File: config.mk
export PLATFORM = sky130hd
export DESIGN_NAME = folded_string_compare
export DESIGN_NICKNAME = d
export VERILOG_FILES = /design/src/hw/rtl/fsc_pkg.sv /design/src/hw/rtl/folded_string_compare.sv
export VERILOG_INCLUDE_DIRS = /design/src /design/src/hw/rtl
export SDC_FILE = /design/constraint.sdc
export NUM_CORES = 1
export LEC_CHECK = 0
export BUFFER_PORTS_ARGS = -buffer_cell sky130_fd_sc_hd__buf_2
export CORE_MARGIN = 1.5
export CORE_UTILIZATION = 40
export CTS_CLUSTER_DIAMETER = 50
export CTS_CLUSTER_SIZE = 16
export DETAILED_ROUTE_END_ITERATION = 16
export GPL_TIMING_DRIVEN = 0
export PLACE_DENSITY = 0.56
export SETUP_SLACK_MARGIN = 0.2
export SYNTH_ARGS = -nofsm -noshare
export SYNTH_HDL_FRONTEND = slang
export SYNTH_SLANG_ARGS = --single-unit
File: constraint.sdc
create_clock -name clk_i -period 7.1 [get_ports clk_i]
set_input_delay 0.71 -clock clk_i [delete_from_list [all_inputs] [get_ports clk_i]]
set_output_delay 0.71 -clock clk_i [all_outputs]
set_load 0.005 [all_outputs]
File: src/hw/rtl/folded_string_compare_defines.svh
// Assertion macros for the folded string compare block.
// Used by the top level only; expects clk_i and rst_ni in scope.
`ifndef FOLDED_STRING_COMPARE_DEFINES_SVH
`define FOLDED_STRING_COMPARE_DEFINES_SVH

// Property must hold at every clock edge outside reset.
`define FSC_ASSERT(name_, prop_) \
  name_: assert property (@(posedge clk_i) disable iff (!rst_ni) prop_) \
    else $error("folded_string_compare: check failed");

// Expression must never be true outside reset.
`define FSC_ASSERT_NEVER(name_, expr_) \
  name_: assert property (@(posedge clk_i) disable iff (!rst_ni) !(expr_)) \
    else $error("folded_string_compare: forbidden condition seen");

`endif

File: src/hw/rtl/fsc_pkg.sv
// Package for the folded string compare block: counter width, register
// indexes and the character folding functions. No dependencies.
package fsc_pkg;

  localparam int unsigned COUNT_BITS = 16;
  // Width used when comparing the pair counter with the 16-bit limit
  localparam int unsigned CNT_CMP_W  = (COUNT_BITS > 16) ? COUNT_BITS : 16;

  localparam int unsigned FOLD_RANGES = 12;

  typedef enum logic [1:0] {
    REG_FOLD_CASE    = 2'd0,
    REG_WIDE_CHARS   = 2'd1,
    REG_LIMIT_ENABLE = 2'd2,
    REG_LENGTH_LIMIT = 2'd3
  } cfg_reg_e;

  typedef logic signed [16:0] code_t;

  // Half-open ranges [lo, end) of capitals and the offset to their lower case
  localparam logic [15:0] FOLD_LO [FOLD_RANGES] = '{
    16'h0041, 16'h00c0, 16'h00d8, 16'h0189, 16'h01b1, 16'h0388,
    16'h038e, 16'h0391, 16'h03a3, 16'h0400, 16'h0410, 16'h0531
  };
  localparam logic [15:0] FOLD_END [FOLD_RANGES] = '{
    16'h005b, 16'h00d7, 16'h00df, 16'h018b, 16'h01b3, 16'h038b,
    16'h0390, 16'h03a2, 16'h03ac, 16'h0410, 16'h0430, 16'h0557
  };
  localparam logic [7:0] FOLD_ADD [FOLD_RANGES] = '{
    8'd32, 8'd32, 8'd32, 8'd205, 8'd217, 8'd37,
    8'd63, 8'd32, 8'd32, 8'd80, 8'd32, 8'd48
  };

  // UTF-16 unit, optionally folded; ranges are disjoint
  function automatic code_t wide_value(logic [15:0] c, logic fold);
    code_t res;
    res = code_t'({1'b0, c});
    if (fold) begin
      for (int i = 0; i < FOLD_RANGES; i++) begin
        if (c >= FOLD_LO[i] && c < FOLD_END[i]) begin
          res = code_t'({1'b0, c}) + code_t'({9'd0, FOLD_ADD[i]});
        end
      end
    end
    return res;
  endfunction

  // Low byte as a signed byte, ASCII capitals optionally folded
  function automatic code_t narrow_value(logic [7:0] c, logic fold);
    code_t res;
    res = code_t'({{9{c[7]}}, c});
    if (fold && c >= 8'h41 && c <= 8'h5a) begin
      res = res + code_t'(17'd32);
    end
    return res;
  endfunction

endpackage

File: src/hw/rtl/folded_string_compare.sv
// Folded string compare, top level: input register, compare logic,
// result register and APB-style configuration registers.
// Depends on fsc_pkg and folded_string_compare_defines.svh.
//
// Usage: character pairs of strings A and B stream in on the input channel
// (char_a_i, char_b_i, first_pair_i) under valid/ready. A pair with
// first_pair_i set starts a new comparison. A comparison yields exactly one
// result item (difference_o, position_o) at the first mismatch, at the end
// of either string, or when the length limit is reached; later pairs are
// dropped until the next first pair. Pairs that decide nothing give no item.
// An accepted pair waits in the input register; its result is written into the
// result register when the pair moves on, which waits while a result is held.
// Throughput: one pair per cycle while the receiver takes results; the input
// and result registers each hold one item, and the compare is combinational
// logic between them. When the receiver stalls, the result register holds and
// the input register fills; ready then drops until the result is taken. Reset
// clears the valid flags of both registers, the pair counter, and sets the
// block idle (waiting for a first pair); configuration resets to raw compare,
// wide characters, no limit. Configuration must be written over the APB-style
// port only while no item is in flight; the block does not enforce this.
`include "folded_string_compare_defines.svh"

module folded_string_compare
  import fsc_pkg::*;
(
  input  logic               clk_i,
  input  logic               rst_ni,
  // pair input
  input  logic               in_valid_i,
  output logic               in_ready_o,
  input  logic [15:0]        char_a_i,
  input  logic [15:0]        char_b_i,
  input  logic               first_pair_i,
  // result output
  output logic               out_valid_o,
  input  logic               out_ready_i,
  output logic signed [16:0] difference_o,
  output logic [15:0]        position_o,
  // configuration
  input  logic               psel,
  input  logic               penable,
  input  logic               pwrite,
  input  logic [3:0]         paddr,
  input  logic [31:0]        pwdata,
  output logic [31:0]        prdata,
  output logic               pready
);

  // configuration registers
  logic        fold_case_q;
  logic        wide_chars_q;
  logic        limit_enable_q;
  logic [15:0] length_limit_q;

  logic     cfg_we;
  cfg_reg_e cfg_sel;

  assign pready  = 1'b1;
  assign cfg_we  = psel && penable && pwrite;
  assign cfg_sel = cfg_reg_e'(paddr[3:2]);

  always_ff @(posedge clk_i or negedge rst_ni) begin
    if (!rst_ni) begin
      fold_case_q    <= 1'b0;
      wide_chars_q   <= 1'b1;
      limit_enable_q <= 1'b0;
      length_limit_q <= 16'd0;
    end else if (cfg_we) begin
      case (cfg_sel)
        REG_FOLD_CASE:    fold_case_q    <= pwdata[0];
        REG_WIDE_CHARS:   wide_chars_q   <= pwdata[0];
        REG_LIMIT_ENABLE: limit_enable_q <= pwdata[0];
        REG_LENGTH_LIMIT: length_limit_q <= pwdata[15:0];
        default: ;
      endcase
    end
  end

  always_comb begin
    case (cfg_sel)
      REG_FOLD_CASE:    prdata = {31'd0, fold_case_q};
      REG_WIDE_CHARS:   prdata = {31'd0, wide_chars_q};
      REG_LIMIT_ENABLE: prdata = {31'd0, limit_enable_q};
      REG_LENGTH_LIMIT: prdata = {16'd0, length_limit_q};
      default:          prdata = 32'd0;
    endcase
  end

  // input register
  logic        s1_valid_q;
  logic [15:0] char_a_q;
  logic [15:0] char_b_q;
  logic        first_q;
  logic        s2_go;

  assign s2_go      = s1_valid_q && (!out_valid_o || out_ready_i);
  assign in_ready_o = !s1_valid_q || s2_go;

  always_ff @(posedge clk_i or negedge rst_ni) begin
    if (!rst_ni) begin
      s1_valid_q <= 1'b0;
    end else if (in_ready_o) begin
      s1_valid_q <= in_valid_i;
    end
  end

  always_ff @(posedge clk_i) begin
    if (in_valid_i && in_ready_o) begin
      char_a_q <= char_a_i;
      char_b_q <= char_b_i;
      first_q  <= first_pair_i;
    end
  end

  // compare state
  logic                  decided_q, decided_d;
  logic [COUNT_BITS-1:0] cnt_q, cnt_d;

  logic                  cur_decided;
  logic [COUNT_BITS-1:0] cur_cnt;
  logic [COUNT_BITS-1:0] cnt_inc;
  logic                  limit_now;
  logic                  limit_next;
  code_t                 va, vb;
  logic signed [17:0]    diff_full;
  logic                  at_end;
  logic                  emit;
  logic signed [16:0]    res_diff;
  logic [15:0]           res_pos;

  assign cur_decided = first_q ? 1'b0 : decided_q;
  assign cur_cnt     = first_q ? '0 : cnt_q;
  assign cnt_inc     = cur_cnt + 1'b1;
  assign limit_now   = limit_enable_q &&
                       (CNT_CMP_W'(cur_cnt) >= CNT_CMP_W'(length_limit_q));
  assign limit_next  = limit_enable_q &&
                       (CNT_CMP_W'(cnt_inc) >= CNT_CMP_W'(length_limit_q));

  always_comb begin
    if (wide_chars_q) begin
      va     = wide_value(char_a_q, fold_case_q);
      vb     = wide_value(char_b_q, fold_case_q);
      at_end = (char_a_q == 16'd0) || (char_b_q == 16'd0);
    end else begin
      va     = narrow_value(char_a_q[7:0], fold_case_q);
      vb     = narrow_value(char_b_q[7:0], fold_case_q);
      at_end = (char_a_q[7:0] == 8'd0) || (char_b_q[7:0] == 8'd0);
    end
  end

  assign diff_full = {va[16], va} - {vb[16], vb};

  always_comb begin
    decided_d = cur_decided;
    cnt_d     = cur_cnt;
    emit      = 1'b0;
    res_diff  = '0;
    res_pos   = 16'(cur_cnt);
    if (!cur_decided) begin
      if (limit_now) begin
        // limit already reached: pair not compared
        emit      = 1'b1;
        decided_d = 1'b1;
      end else if (va != vb || at_end) begin
        emit      = 1'b1;
        decided_d = 1'b1;
        res_diff  = diff_full[16:0];
      end else begin
        cnt_d = cnt_inc;
        if (limit_next) begin
          // last allowed pair matched
          emit      = 1'b1;
          decided_d = 1'b1;
        end
      end
    end
  end

  always_ff @(posedge clk_i or negedge rst_ni) begin
    if (!rst_ni) begin
      decided_q <= 1'b1;
      cnt_q     <= '0;
    end else if (s2_go) begin
      decided_q <= decided_d;
      cnt_q     <= cnt_d;
    end
  end

  // result register
  logic               out_valid_q;
  logic signed [16:0] diff_q;
  logic [15:0]        pos_q;

  always_ff @(posedge clk_i or negedge rst_ni) begin
    if (!rst_ni) begin
      out_valid_q <= 1'b0;
    end else if (s2_go) begin
      out_valid_q <= emit;
    end else if (out_ready_i) begin
      out_valid_q <= 1'b0;
    end
  end

  always_ff @(posedge clk_i) begin
    if (s2_go && emit) begin
      diff_q <= res_diff;
      pos_q  <= res_pos;
    end
  end

  assign out_valid_o  = out_valid_q;
  assign difference_o = diff_q;
  assign position_o   = pos_q;

  // a result always leaves the block idle until the next first pair
  `FSC_ASSERT(a_emit_sets_decided, s2_go && emit |=> decided_q)
  // an idle block with no first pair produces nothing
  `FSC_ASSERT_NEVER(a_idle_no_emit, s2_go && !first_q && decided_q && emit)
  // backpressure only comes from a full pipeline
  `FSC_ASSERT(a_ready_low_full, !in_ready_o |-> s1_valid_q && out_valid_q)

endmodule
==> flow_summary_export.csv, run 1 <==
group,metric,value,unit
clock_tree,holdBufCountCts,0,
place,gp_congestion,0.934,
power_and_ir_drop,finalPower,0.00217,W
floorplanning,die_y,153,um
clock_tree,cts_tree,"done",
worst_hold_path,hp-class,"in -> async",
flow_run,drv_cap,0,
sta,slew-limit-headroom,31.5,%
synthesis,ys.flop_type,"edfxtp_1",
clock_tree,path_clk_slew,0.08,ns
synthesis,synth_most_common_cell,"nand2_1",
clock_tree,clock_latency,0.37,ns
clock_tree,cts-buffers-inserted,9,
sta,period_share,88.2,%
synthesis,synthDistinctLibCells,90,
final_layout,n_fill_cell,2208,
floorplanning,start_util,41.0,%
sta,slew_viol_final,0,
grt,overflow,0,
route,drtPass1Iterations,5,
status,status,"completed",
floorplanning,io_pins,144,
route,drc,0,
floorplanning,num_rows,54,
grt,grt_pass1_vias,7955,
sta,timing.setup.tns,0,ns
grt,grt_pass1_wl,44700,um
critical_path,endpoint_kind,"flip-flop",
power_and_ir_drop,leakage,4.29,nW
final_layout,fin_nets,1322,
critical_path,crit_family,"compound AO/OA/AOI/OAI gates",
power_and_ir_drop,pwr-share-seq,37.2,%
critical_path,critPathMaxStageDelay,0.62,ns
sta,finalHoldViolCount,0,
synthesis,avgSynthCellArea,8.68,um^2
synthesis,synthCells,1034,
clock_tree,post_cts_buffers,0,
critical_path,path_depth,19,
floorplanning,dieArea,0.0233,mm^2
synthesis,yosys.area.top_type,"edfxtp_1",
sta,worst_pin_slew,1.00,ns
synthesis,synth_edf_count,66,
synthesis,synth_top_area_share,22.1,%
clock_tree,clock_sinks,104,
route,detail_route.wl_per_cell,19.4,um
route,via_per_inst,5.85,
final_layout,multi_input_area,0.00560,mm^2
clock_tree,cts-resized-gates,0,
sta,setup_violations,0,
route,drtIter0Drc,775,
synthesis,yosysWarningCount,0,
synthesis,ys_top_cells_by_area,"edfxtp_1 (22%), ha_1 (10%), dfrtp_1 (10%)",
place,post-place-cells,1439,
floorplanning,core,0.0219,mm^2
place,dp_hpwl,22000,um
route,ant_nets,0,
route,wirelength,28200,um
route,num_vias,8516,
final_layout,final_cells,1455,
critical_path,worst-path-buf-inv,3,
sta,rsz0062_at_grt,"false",
power_and_ir_drop,power_density,211,mW/mm^2
final_layout,syn2layout_area_growth,14.4,%
critical_path,critPathKind,"reg -> reg",
final_layout,utilization,46.9,%
synthesis,yosys-top-cells-count,"nand2_1 (101), nor2_1 (98), ha_1 (75), edfxtp_1 (66), o21ai_0 (66)",
power_and_ir_drop,switching_share,38.4,%
power_and_ir_drop,netSwitchingPower,0.000833,W
critical_path,worst_ep_arrival_time,6.39,ns
power_and_ir_drop,comb_power_share,39.5,%
sta,fin_skew,0.0142,ns
sta,setup_slack,0.840,ns
floorplanning,die_w,153,um
synthesis,synth_seq_area_share,32.7,%
critical_path,cp.required,7.23,ns
synthesis,async_flop_share,36.5,%
final_layout,n_antenna_cell,0,
place,port-buffer-count,108,
power_and_ir_drop,p_int,0.00134,W
sta,fmax,0.160,GHz
final_layout,drive_above_1_share,16.1,%
grt,grt_max_degree,39,
final_layout,seqCellArea,0.00294,mm^2
sta,min_period,6.26,ns
critical_path,worstPathMaxFanout,18,
clock_tree,cts_buffer_depth,2,
critical_path,start_kind,"flip-flop",
critical_path,critical_path.cell_chain,"clkbuf_1 > inv_1 > ha_1 > or4b_2 > a21oi_1 > o21ai_1 > nand3_1 > o2111ai_1 > o311a_1 > o31ai_1 > ha_1 > nand3_1 > nor3_1 > nand3b_1 > nor4_1 > o21a_1 > o311a_1 > nor2_4 > buf_16",
place,place_ws,0.993,ns
synthesis,syn_area,0.00898,mm^2
grt,antenna_found_initial,0,
grt,grt_usage,24.0,%
power_and_ir_drop,clockPowerShare,23.2,%
power_and_ir_drop,ir_drop,0.000127,V
clock_tree,clockRootBuffer,"clkbuf_16",
synthesis,synth_seq_cells,104,
clock_tree,htree_levels,3,
critical_path,r2r_cells,19,
critical_path,crit_path_top_delay_cell,"or4b_2",
placed cells by master (no fill, tap or decap), types with 10 or more instances in the layout:
cell type	n
a31oi_1	13
nand3b_1	11
and3_1	14
nor3_1	20
ha_1	75
o21ai_0	66
a21o_1	15
xnor2_1	22
o211ai_1	16
dfrtp_1	36
inv_1	43
a21oi_1	59
or3_1	14
nand2b_1	14
clkbuf_1	30
xor2_1	17
edfxtp_1	66
nor2b_1	25
nor2_1	97
nor4_1	12
nand4_1	10
conb_1	17
nand2_1	101
buf_4	18
a211oi_1	12
buf_2	109
nand3_1	35
final timing paths:
| kind | from | end | slack, ns |
|---|---|---|---|
| max reg2reg | char_b_q[5] | difference_o[9] | 0.84 |
| max | char_b_q[5] | difference_o[9] | 0.84 |
| max in group asynchronous | rst_ni | length_limit_q[12] | 6.05 |
| min | rst_ni | out_valid_o | 0.47 |
| min reg2reg | decided_q | decided_q | 0.53 |
| min in group clk_i | char_b_i[3] | char_b_q[3] | 0.51 |
per-layer routing:
layer | global-route usage [%] | share of wire (%) | up-vias
met3 | 4.75 | 7.0 | 54
li1 | - | - | 4084
met2 | 35.4 | 42 | 368
met1 | 35.1 | 48 | 4010
met5 | 0 | 0 | -
met4 | 7.74 | 2.7 | 0
area by class of cell:
type | instances | share of cell area, %
multi-input combinational | 842 | 54.6
tap | 280 | 3.41
buffer | 60 | 3.34
sequential | 104 | 28.6
inverter | 43 | 1.57
clock buffer | 10 | 2.23
clock inverter | 6 | 0.573
timing repair buffer | 110 | 5.73
kinds of logic after synthesis:
| group | count (synthesis) | synth area share [%] |
|---|---|---|
| compound gates | 293 | 22.2 |
| xor+xnor | 39 | 3.81 |
| fa+ha+maj | 76 | 10.7 |
| buf+inv | 103 | 5.62 |
| flops | 104 | 32.7 |
| mux | 12 | 1.52 |
| other cells | 2 | 0.0837 |
| simple gates | 405 | 23.4 |
power by group through the flow:
stage               Sequential [W]  Clock [W]  Combinational, W
detailed placement        0.000821          0          0.000847
global route              0.000819   0.000541          0.000959
finish                    0.000808   0.000504          0.000858
global placement          0.000823          0          0.000834
CTS                       0.000808   0.000517          0.000852
floorplan                 0.000811          0          0.000582
sequential cells by signal (all words and copies together), names as in the netlist:
signal,cells
fold_case_q,1
length_limit_q,16
difference_o,17
cnt_q,16
wide_chars_q,1
out_valid_o,1
position_o,16
char_a_q,16
decided_q,1
limit_enable_q,1
first_q,1
s1_valid_q,1
char_b_q,16
stage by stage:
step                instance area (um^2)  hold slack (ns)
global placement                    9920            0.505
global route                       10300            0.501
floorplan                           9030            0.414
detailed placement                  9980            0.516
finish                             10300            0.474
CTS                                10300            0.500
Power figures use the tool's default switching activity.
==> run 2: changes to the inputs <==
Settings changed: CELL_PAD_IN_SITES_DETAIL_PLACEMENT from default to 0, CELL_PAD_IN_SITES_GLOBAL_PLACEMENT from default to 1, PLACE_DENSITY 0.56 to 0.72.
==> flow_summary_export.csv, run 2 (synthesis results as in run 1) <==
group,metric,value,unit
status,status,"completed",
power_and_ir_drop,power_density,213,mW/mm^2
grt,grt_max_degree,39,
sta,fin_skew,0.0183,ns
sta,timing.setup.tns,0,ns
critical_path,crit_start,"char_b_q[5]",
floorplanning,io_pins,144,
critical_path,r2r_cells,19,
route,ant_nets,0,
critical_path,endpoint_kind,"flip-flop",
place,port-buffer-count,108,
worst_hold_path,hp-class,"in -> async",
sta,slew-limit-headroom,3.92,%
critical_path,cp.required,7.20,ns
grt,grt_pass1_vias,8239,
grt,grt_pass1_wl,45500,um
power_and_ir_drop,ir_drop,0.000109,V
final_layout,syn2layout_area_growth,14.3,%
critical_path,r2r_slack,0.92,ns
final_layout,final_common_cell,"buf_2",
route,drtIter0Drc,648,
floorplanning,dieArea,0.0233,mm^2
final_layout,most-common-layout-cells,"buf_2 (109), nand2_1 (101), nor2_1 (97)",
sta,setup_violations,0,
sta,finalHoldViolCount,0,
clock_tree,cts_buffer_depth,2,
power_and_ir_drop,leakage,4.29,nW
critical_path,worstPathMaxFanout,30,
route,detail_route.wl_per_cell,19.9,um
floorplanning,core,0.0219,mm^2
route,num_vias,8508,
critical_path,worst_ep_arrival_time,6.28,ns
sta,rsz0062_at_grt,"false",
route,drc,0,
final_layout,n_antenna_cell,0,
clock_tree,clock_latency,0.37,ns
clock_tree,cts_tree,"done",
final_layout,largest_register_ffs,17,
clock_tree,clockRootBuffer,"clkbuf_16",
place,dp_hpwl,22400,um
place,gp_congestion,0.916,
sta,min_period,6.18,ns
final_layout,fin_nets,1321,
floorplanning,die_y,153,um
clock_tree,clock_sinks,104,
place,post-place-cells,1438,
clock_tree,cts-buffers-inserted,9,
sta,fmax,0.162,GHz
clock_tree,htree_levels,3,
sta,worst_pin_slew,1.40,ns
route,via_per_inst,5.85,
final_layout,final_cells,1454,
final_layout,drive_above_1_share,16.1,%
sta,fin_hold_ws,0.467,ns
critical_path,worstSetupEndpoint,"difference_o[6]",
route,wirelength,29000,um
floorplanning,die_w,153,um
clock_tree,holdBufCountCts,0,
clock_tree,post_cts_buffers,0,
floorplanning,num_rows,54,
clock_tree,path_clk_slew,0.08,ns
sta,period_share,87.0,%
route,drtPass1Iterations,5,
flow_run,drv_cap,0,
floorplanning,start_util,41.0,%
grt,overflow,0,
final_layout,utilization,46.9,%
grt,antenna_found_initial,0,
critical_path,r2r_start,"char_b_q[5]",
final_layout,design_area,0.0103,mm^2
critical_path,start_kind,"flip-flop",
clock_tree,cts-resized-gates,0,
critical_path,critPathKind,"reg -> reg",
critical_path,timing.rr.end,"difference_o[6]",
place,placed_area,0.00995,mm^2
grt,grt_usage,24.7,%
sta,slew_viol_final,0,
## run 2: cell count changes in the layout (fill, tap and decap cells not counted)
| cell | change |
|---|---|
| clkbuf_16 | +1 |
| buf_16 | -1 |
| clkbuf_1 | -1 |
| inv_6 | +1 |
| inv_8 | -2 |
| clkinv_4 | +2 |
| clkinvlp_4 | -1 |
## run 2: layer usage
layer | track usage [%] | up-vias | wire length (um)
met3 | 2.99 | 57 | 1430
met1 | 31.2 | 4070 | 12400
met4 | 8.47 | 0 | 734
li1 | - | 4091 | -
met2 | 43.3 | 290 | 14400
met5 | 0 | - | 0
## run 2: critical path, stage by stage (launching register included)
cell	delay [ns]
edfxtp_1	0.56
clkbuf_1	0.33
inv_1	0.26
ha_1	0.41
or4b_2	0.62
a21oi_1	0.36
o21ai_1	0.23
nand3_1	0.16
o2111ai_1	0.16
o311a_1	0.18
o31ai_1	0.40
ha_1	0.26
nand3_1	0.24
nor3_1	0.23
nand3b_1	0.10
nor4_1	0.41
o21a_1	0.34
o311a_1	0.34
nor2_4	0.10
buf_12	0.20
## run 2: metrics by stage
stage | power (W) | worst slack, ns
2_1_floorplan | 0.00139 | 1.53
3_3_place_gp | 0.00167 | -0.454
3_5_place_dp | 0.00168 | 1.05
4_1_cts | 0.00221 | 1.02
5_1_grt | 0.00233 | 0.443
6_report | 0.00219 | 0.921
## run 2: worst min path at each step
stage                start          end  cells after the start
6_report            rst_ni    cnt_q[10]                      1
5_1_grt        char_a_i[9]  char_a_q[9]                      1
4_1_cts             rst_ni    cnt_q[10]                      1
3_5_place_dp     cnt_q[14]    cnt_q[14]                      1
3_3_place_gp     cnt_q[14]    cnt_q[14]                      1
2_1_floorplan       rst_ni     cnt_q[0]                      0
## run 2: final cells by class
type                            instances  area [um^2]
Tap cell                              280          350
Fill cell                            2226        11600
Clock buffer                           10          250
Inverter                               43          161
Timing Repair Buffer                  109          561
Sequential cell                       104         2940
Clock inverter                          6         55.1
Multi-Input combinational cell        842         5600
Buffer                                 60          343
## run 2: power by group
part           total (W)  internal (W)  switching (W)
combinational   0.000852      0.000329       0.000523
clock           0.000523      0.000267       0.000256
sequential      0.000813      0.000755      0.0000573
